### src/hdl/circular_window_gather_macros.svh
// Assertion macros shared by the circular window gather modules.
`ifndef CIRCULAR_WINDOW_GATHER_MACROS_SVH
`define CIRCULAR_WINDOW_GATHER_MACROS_SVH

`ifndef SYNTHESIS
// Same-cycle implication, disabled while reset is low
`define CWG_ASSERT_IMP(label, clk, rst_n, ante, cons, msg) \
    label: assert property (@(posedge clk) disable iff (!rst_n) (ante) |-> (cons)) \
        else $error(msg);
// Next-cycle implication, disabled while reset is low
`define CWG_ASSERT_NXT(label, clk, rst_n, ante, cons, msg) \
    label: assert property (@(posedge clk) disable iff (!rst_n) (ante) |=> (cons)) \
        else $error(msg);
`else
`define CWG_ASSERT_IMP(label, clk, rst_n, ante, cons, msg)
`define CWG_ASSERT_NXT(label, clk, rst_n, ante, cons, msg)
`endif

`endif

### src/hdl/cwg_pkg.sv
// Types, widths and constants for the circular window gather block.
`timescale 1ns / 1ps

package cwg_pkg;

    // Default sizes of the image store and window
    localparam int DEF_MAX_CHANNELS = 4;
    localparam int DEF_MAX_HEIGHT   = 64;
    localparam int DEF_MAX_WIDTH    = 64;
    localparam int DEF_MAX_RADIUS   = 7;

    // Field widths
    localparam int CH_W      = 3;
    localparam int DIM_W     = 7;
    localparam int RAD_W     = 3;
    localparam int CHAN_W    = 2;
    localparam int POS_W     = 6;
    localparam int SHIFT_W   = 4;
    localparam int SAMPLE_W  = 32;
    localparam int DEPTH_W   = 10;
    localparam int SLOT_W    = 8;
    localparam int WRAP_W    = 9;
    localparam int CFG_IDX_W = 2;
    localparam int CFG_DAT_W = 7;

    // Stream packing
    localparam int IN_TDATA_W  = 56;
    localparam int OUT_TDATA_W = 48;
    localparam int IN_CHAN_LO  = 0;
    localparam int IN_ROW_LO   = 2;
    localparam int IN_COL_LO   = 8;
    localparam int IN_SY_LO    = 14;
    localparam int IN_SX_LO    = 18;
    localparam int IN_SMP_LO   = 22;
    localparam int OUT_CHAN_LO = 32;
    localparam int OUT_DEP_LO  = 34;
    localparam int OUT_PAD_LO  = 44;

    // Register reset values
    localparam logic [CH_W-1:0]  RST_CHANNELS = 3'd1;
    localparam logic [DIM_W-1:0] RST_HEIGHT   = 7'd64;
    localparam logic [DIM_W-1:0] RST_WIDTH    = 7'd64;
    localparam logic [RAD_W-1:0] RST_RADIUS   = 3'd1;

    // Configuration register indexes
    typedef enum logic [CFG_IDX_W-1:0] {
        CFG_CHANNELS = 2'd0,
        CFG_HEIGHT   = 2'd1,
        CFG_WIDTH    = 2'd2,
        CFG_RADIUS   = 2'd3
    } t_cfg_idx;

    // Input request kinds
    localparam logic OP_LOAD   = 1'b0;
    localparam logic OP_GATHER = 1'b1;

    // Controller states
    typedef enum logic [1:0] {
        S_IDLE,
        S_WRAP,
        S_EMIT,
        S_ERR
    } t_state;

    // Controller to datapath commands
    typedef struct packed {
        logic capture;   // latch request fields
        logic mem_wr;    // store loaded sample
        logic wrap;      // one wrap step, depth base update
        logic rd_start;  // read channel 0
        logic emit;      // present sample, read next channel
        logic emit_err;  // present error result
    } t_cmd;

    // Datapath to controller status
    typedef struct packed {
        logic gather;    // incoming request is a gather
        logic in_ok;     // incoming request passes range checks
        logic wrap_done; // wrapped row and column both inside image
        logic out_free;  // output register can take a result
        logic last;      // current channel is the final one
    } t_status;

endpackage

### src/hdl/cwg_ctrl.sv
// Controller state machine for the circular window gather block.
`timescale 1ns / 1ps
`include "circular_window_gather_macros.svh"

module cwg_ctrl (
    input  logic            i_clk,
    input  logic            i_rst_n,
    input  logic            i_in_valid,
    output logic            o_in_ready,
    input  cwg_pkg::t_status i_status,
    output cwg_pkg::t_cmd   o_cmd
);

    cwg_pkg::t_state r_state;
    cwg_pkg::t_state n_state;

    // State register
    always_ff @(posedge i_clk) begin
        if (!i_rst_n) begin
            r_state <= cwg_pkg::S_IDLE;
        end else begin
            r_state <= n_state;
        end
    end

    // Next state and commands
    always_comb begin
        n_state    = r_state;
        o_cmd      = '0;
        o_in_ready = 1'b0;
        case (r_state)
            cwg_pkg::S_IDLE: begin
                o_in_ready = 1'b1;
                if (i_in_valid) begin
                    o_cmd.capture = 1'b1;
                    if (!i_status.in_ok) begin
                        n_state = cwg_pkg::S_ERR;
                    end else if (i_status.gather) begin
                        n_state = cwg_pkg::S_WRAP;
                    end else begin
                        o_cmd.mem_wr = 1'b1;
                    end
                end
            end
            cwg_pkg::S_WRAP: begin
                o_cmd.wrap = 1'b1;
                if (i_status.wrap_done) begin
                    o_cmd.rd_start = 1'b1;
                    n_state        = cwg_pkg::S_EMIT;
                end
            end
            cwg_pkg::S_EMIT: begin
                if (i_status.out_free) begin
                    o_cmd.emit = 1'b1;
                    if (i_status.last) begin
                        n_state = cwg_pkg::S_IDLE;
                    end
                end
            end
            cwg_pkg::S_ERR: begin
                if (i_status.out_free) begin
                    o_cmd.emit_err = 1'b1;
                    n_state        = cwg_pkg::S_IDLE;
                end
            end
            default: begin
                n_state = cwg_pkg::S_IDLE;
            end
        endcase
    end

    `CWG_ASSERT_IMP(a_emit_needs_room, i_clk, i_rst_n, o_cmd.emit || o_cmd.emit_err, i_status.out_free, "result issued while output register full")
    `CWG_ASSERT_NXT(a_gather_to_wrap, i_clk, i_rst_n, r_state == cwg_pkg::S_IDLE && i_in_valid && i_status.in_ok && i_status.gather, r_state == cwg_pkg::S_WRAP, "valid gather did not start wrap")
    `CWG_ASSERT_NXT(a_last_to_idle, i_clk, i_rst_n, o_cmd.emit && i_status.last, r_state == cwg_pkg::S_IDLE, "final channel did not end gather")

endmodule

### config.mk
export PLATFORM = sky130hd
export DESIGN_NAME = cwg_ctrl
export DESIGN_NICKNAME = d
export VERILOG_FILES = /design/src/hdl/cwg_pkg.sv /design/src/hdl/cwg_ctrl.sv
export VERILOG_INCLUDE_DIRS = /design/src /design/src/hdl
export SDC_FILE = /design/constraint.sdc
export NUM_CORES = 1
export LEC_CHECK = 0
export BUFFER_PORTS_ARGS = -buffer_cell sky130_fd_sc_hd__buf_2
export CORE_AREA = 2 2 39 41
export DETAILED_ROUTE_END_ITERATION = 12
export DIE_AREA = 0 0 41 43
export PLACE_DENSITY_LB_ADDON = 0.2
export REMOVE_ABC_BUFFERS = 1
export SYNTH_ARGS = -nofsm -noshare
export SYNTH_HDL_FRONTEND = slang
export SYNTH_SLANG_ARGS = --single-unit
export TNS_END_PERCENT = 30
### constraint.sdc
create_clock -name i_clk -period 1.25 [get_ports i_clk]
set_clock_uncertainty 0.2 [all_clocks]
set_input_delay 0.25 -clock i_clk [delete_from_list [all_inputs] [get_ports i_clk]]
set_output_delay 0.25 -clock i_clk [all_outputs]
set_load 0.01 [all_outputs]
==> flow_summary.toml, run 1 <==
[yosys]
syn_area_um2 = 148.9
yosysSeqAreaShare = 0.2689
synth_seq_cells = 2
synth_top_area_share = 0.2689
synth_area_leaders = "dfxtp_1 (27%), nor2b_1 (13%), nor2_1 (10%), nand2_1 (7.6%), o2111a_1 (7.6%)"
syn_area_per_cell_um2 = 7.445
yosys_warnings = 0
synth_cells = 20
yosysUniqueCellTypes = 12
yosys.area.top_type = "dfxtp_1"

[clocking]
clk_pin_slew_worst_paths_ns = 0.03
tritoncts = "yes"
clock_path_buffers = 2
htree_levels = 1
numCtsBuffers = 3
cts_num_sinks = 2
cts_hold_buf = 0
insertion_delay_ns = 0.22
ctsRootBufferMaster = "clkbuf_4"

[power]
power.density_nw_per_um2 = 1013
max-vdd-ir-drop_mv = 0.3572
cell_internal_pwr_w = 0.0002457
seqPwrFrac = 0.244
combPwrFrac = 0.346
p_sw_frac = 0.2816
power_w = 0.0003421
p_clk_frac = 0.410
p_leak_nw = 0.1731
p_sw_w = 0.00009633

[floorplanning]
initial_core_util = 0.1076
dieArea_um2 = 1763
fp-row-count = 14
ios = 15
die_h_um = 43
fp.dieW_um = 41
core_um2 = 1384

[place]
place_congestion = 0.6278
dp_hpwl_um = 399.8
portBuffers = 14

[critical_path]
crit_chain = "nor2_4 -> nand2_2 -> nor2_1 -> buf_2"
worst_path_largest_cell_delay_ns = 0.35
crit_slowest_cell = "dfxtp_4"
arrival_ns = 0.99
critPathBufInv = 1
timing_worst_setup_path_type = "reg2out"
required_ns = 0.80
crit_fanout = 6
worst_setup_path_start_kind = "register"
crit_family = "flip-flops"
crit_path_end_kind = "output port"

[flow_run]
drv_cap = 0

[sta]
min_period_over_period = 1.149
relSlewSlack = 0.9083
grt_setup_unrepaired = "true"
fin_crit_ns = 1.437
setup_viol = 8
worst_slew_pin_slew_ns = 0.1337
fin_ws_ns = -0.1865
whs_ns = 0.05403
max_freq_mhz = 696.1
slew_viol_final = 0
hold_viol = 0

[final_layout]
drive_above_1_share = 0.6829
antenna_cells = 0
final_common_cell = "buf_2"
reg_top3 = "r_state: 2 flops"
area_growth_pct = 126.9
largest_reg_flops = 2
fin_nets = 51
mostFrequentLayoutCells = "buf_2 (11), buf_4 (4), nor2_1 (3), clkbuf_4 (3), buf_6 (3)"
regMostFlops = "r_state"

[status]
violations = "setup timing"
status = "finished, violations left"

[grt]
grt_first_pass_wirelength_um = 807
overflow = 0
grt_antenna_before_repair = 0
grtUsageTotal = 0.07307
grt_pass1_vias = 202
grt_max_degree = 7

[route]
met1Wirelength_um = 273
dr_wl_met2_um = 177
ant_nets = 0
drtPass1Iterations = 2
wl_um = 535
dr.max_layer_used = "met3"
drc = 0
vias_per_cell = 3.789
drtIter0Drc = 1
route.met3.wl_um = 84
num_vias = 216
avgRoutedWirePerCell_um = 9.386

[worst_hold_path]
hold_path.class = "in2reg"
final timing paths:
kind | start | endpoint | slack, ns | depth (start not counted)
hold / removal | i_rst_n | r_state[0] | 0.05 | 2
hold reg to reg | r_state[0] | r_state[0] | 0.47 | 3
setup reg to reg | r_state[0] | r_state[1] | -0.05 | 4
setup / recovery | r_state[0] | o_cmd[4] | -0.19 | 4
power groups by stage:
stage	registers [W]	logic (W)	clock network, W
floorplan	0.0000787	0.0000440	0
global placement	0.0000802	0.0000919	0
finish	0.0000834	0.000118	0.000140
detailed placement	0.0000798	0.0000902	0
global route	0.0000852	0.000129	0.000161
CTS	0.0000834	0.000108	0.000151
timing repair:
action / CTS / global route
resized for setup: 10 / 3
setup endpoints to repair: 8 / 8
pin swaps: 6 / 2
buffers inserted: 1 / 1
logic make-up (layout without fill, tap and decap cells):
family / count (synthesis) / in the layout / share of synthesized area
multiplexers: 1 / 1 / 0.06723
flip-flops: 2 / 2 / 0.2689
AO/OA/AOI/OAI: 3 / 3 / 0.2017
buffers and inverters: 1 / 22 / 0.02519
AND/OR/NAND/NOR: 13 / 13 / 0.4370
stage by stage:
stage | setup slack, ns | instances | area [um^2] | utilization | setup TNS [ns]
finish | -0.1865 | 57 | 337.8 | 0.2441 | -0.8867
detailed placement | -0.02613 | 52 | 254.0 | 0.1835 | -0.06915
global route | -0.2493 | 57 | 337.8 | 0.2441 | -1.283
global placement | -0.04145 | 52 | 254.0 | 0.1835 | -0.08195
CTS | -0.1957 | 56 | 319.1 | 0.2306 | -0.9540
floorplan | -0.1219 | 20 | 148.9 | - | -0.2094
per-layer routing:
layer | track usage | up-vias
li1 | - | 113
met1 | 0.09236 | 88
met2 | 0.08125 | 15
met3 | 0.04712 | 0
met4 | 0.06000 | 0
met5 | 0 | -
worst register-to-register path, stage by stage (launching register included):
cell      delay, ns
dfxtp_4        0.37
buf_4          0.12
nor2b_1        0.04
a221o_1        0.31
o2111a_1       0.15
cell type report:
| class | count | area [um^2] |
|---|---|---|
| tap | 16 | 20.02 |
| fill | 162 | 1046 |
| multi-input combinational | 17 | 125.1 |
| clock buffer | 3 | 22.52 |
| inverter | 1 | 3.754 |
| sequential | 2 | 47.55 |
| timing repair buffer | 18 | 118.9 |
synth_stat cells:
cell / count
a32oi_1: 1
mux2i_1: 1
and2_1: 1
dfxtp_1: 2
and3_2: 1
inv_1: 1
nor2b_1: 3
nand2_1: 3
nor2_1: 4
a221o_1: 1
o2111a_1: 1
nand2b_1: 1
Note: power is estimated with default switching activity, not from simulation.
==> run 2, diff against run 1 <==
- CORE_AREA: 2 2 39 41 -> 3 3 40 42
- DIE_AREA: 0 0 41 43 -> 0 0 43 45
==> run 2 against run 1 <==
Against the previous run: the flow still finishes with violations (setup timing); first-iteration DRC count is 100% lower; setup slack improved by 0.022 ns; sequential share of layout area increased by 0.37 points; critical path depth unchanged; worst hold slack gained 0.0036 ns; flip-flop and latch count did not move; sequential power is 1% higher; register-to-register slack gained 0.10 ns; cell area down 2.6%; combinational power shrank 6%; final cell count down 3.5%; global-route usage is 0.49 points lower.
==> flow_summary.toml, run 2 (synthesis results as in run 1) <==
[grt]
grt_antenna_before_repair = 0
grt_max_degree = 7
grt_first_pass_wirelength_um = 910
grt_pass1_vias = 225
overflow = 0
grtUsageTotal = 0.06816

[critical_path]
critPathBufInv = 1
crit_slowest_cell = "dfxtp_4"
crit_fanout = 6
required_ns = 0.80
cp.depth = 4
worst_setup_path_start_kind = "register"
worstRegToRegCells = 3
worst_path_largest_cell_delay_ns = 0.36
crit_chain = "nor2_4 -> nand2_2 -> nor2_1 -> buf_2"
crit_family = "flip-flops"
timing_worst_setup_path_type = "reg2out"
crit_path_end_kind = "output port"
arrival_ns = 0.96

[floorplanning]
ios = 15
fp.dieW_um = 43
fp-row-count = 13
die_h_um = 45
core_um2 = 1285
dieArea_um2 = 1935
initial_core_util = 0.1159

[power]
p_leak_nw = 0.1672
power.density_nw_per_um2 = 1021
max-vdd-ir-drop_mv = 0.4085
power_w = 0.0003359

[status]
violations = "setup timing"
status = "finished, violations left"

[sta]
worst_slew_pin_slew_ns = 0.1379
min_period_over_period = 1.131
fin_crit_ns = 1.414
hold_viol = 0
max_freq_mhz = 707.2
finalSetupTns_ns = -0.8749
setup_viol = 7
fin_ws_ns = -0.1641
slew_viol_final = 0
relSlewSlack = 0.9055
grt_setup_unrepaired = "true"

[final_layout]
reg_top3 = "r_state: 2 flops"
antenna_cells = 0
drive_above_1_share = 0.6750
seq_area_um2 = 47.55
final_common_cell = "buf_2"
fin_nets = 50
num-fill-cells = 152
mostFrequentLayoutCells = "buf_2 (11), nor2_1 (3), clkbuf_4 (3), buf_6 (3), buf_4 (3)"
regMostFlops = "r_state"
area_growth_pct = 121.0
multi_input_area_um2 = 125.1
largest_reg_flops = 2

[clocking]
cts_hold_buf = 0
numCtsBuffers = 3
clk_pin_slew_worst_paths_ns = 0.03
cts_num_sinks = 2
post_cts_buffers = 0
clock_path_buffers = 2
tritoncts = "yes"
htree_levels = 1
insertion_delay_ns = 0.22
ctsRootBufferMaster = "clkbuf_4"

[route]
drtPass1Iterations = 1
avgRoutedWirePerCell_um = 9.600
wl_um = 528
drc = 0
ant_nets = 0
num_vias = 218
vias_per_cell = 3.964
drtIter0Drc = 0

[worst_hold_path]
hold_path.class = "in2reg"
hold_depth = 2

[flow_run]
drv_cap = 0

[place]
dp_hpwl_um = 420.4
portBuffers = 14
place_congestion = 0.6104
[run 2: cell types whose count changed in the layout (fill, tap and decap cells not counted)]
cell | before | now
buf_4 | 4 | 3
[run 2: area by class of cell]
type                       count  area share
tap                           15     0.05703
inverter                       1     0.01141
multi-input combinational     17      0.3802
timing repair buffer          17      0.3384
sequential                     2      0.1445
clock buffer                   3     0.06844
[run 2: worst paths after layout]
kind                    from         end  slack, ns
hold reg to reg   r_state[1]  r_state[1]       0.47
setup / recovery  r_state[1]    o_cmd[4]      -0.16
hold / removal       i_rst_n  r_state[0]       0.06
setup reg to reg  r_state[0]  r_state[1]       0.05
[run 2: through the flow]
step                cell area, um^2  cells  utilization  setup slack, ns  hold WS (ns)
floorplan                     148.9     20            -          -0.1219        0.1782
global placement              260.3     52       0.2025         -0.03809        0.2850
detailed placement            260.3     52       0.2025         -0.02225        0.2846
CTS                           320.3     55       0.2493          -0.1846       0.04538
global route                  329.1     55       0.2561          -0.2245       0.07214
finish                        329.1     55       0.2561          -0.1641       0.05763
[run 2: worst register-to-register path, cell delays in order, from the launching register on]
cell      delay, ns
dfxtp_4        0.37
nor2b_1        0.06
a221o_1        0.32
o2111a_1       0.14
[run 2: timing repair]
| action | 4_1_cts | 5_1_grt |
|---|---|---|
| pin swaps | 5 | 0 |
| endpoints found under the setup margin | 7 | 7 |
| gates resized for setup | 11 | 2 |
[run 2: where the power goes]
part,internal (W),switching [W]
combinational,0.0000648,0.0000464
clock,0.000106,0.0000348
sequential,0.0000707,0.0000135
total,0.000241,0.0000948
[run 2: metal layers]
metal / GRT usage / share of wire
met5: 0 / 0
met4: 0.09036 / 0.032
met3: 0.01594 / 0.16
met2: 0.08084 / 0.29
met1: 0.08633 / 0.52
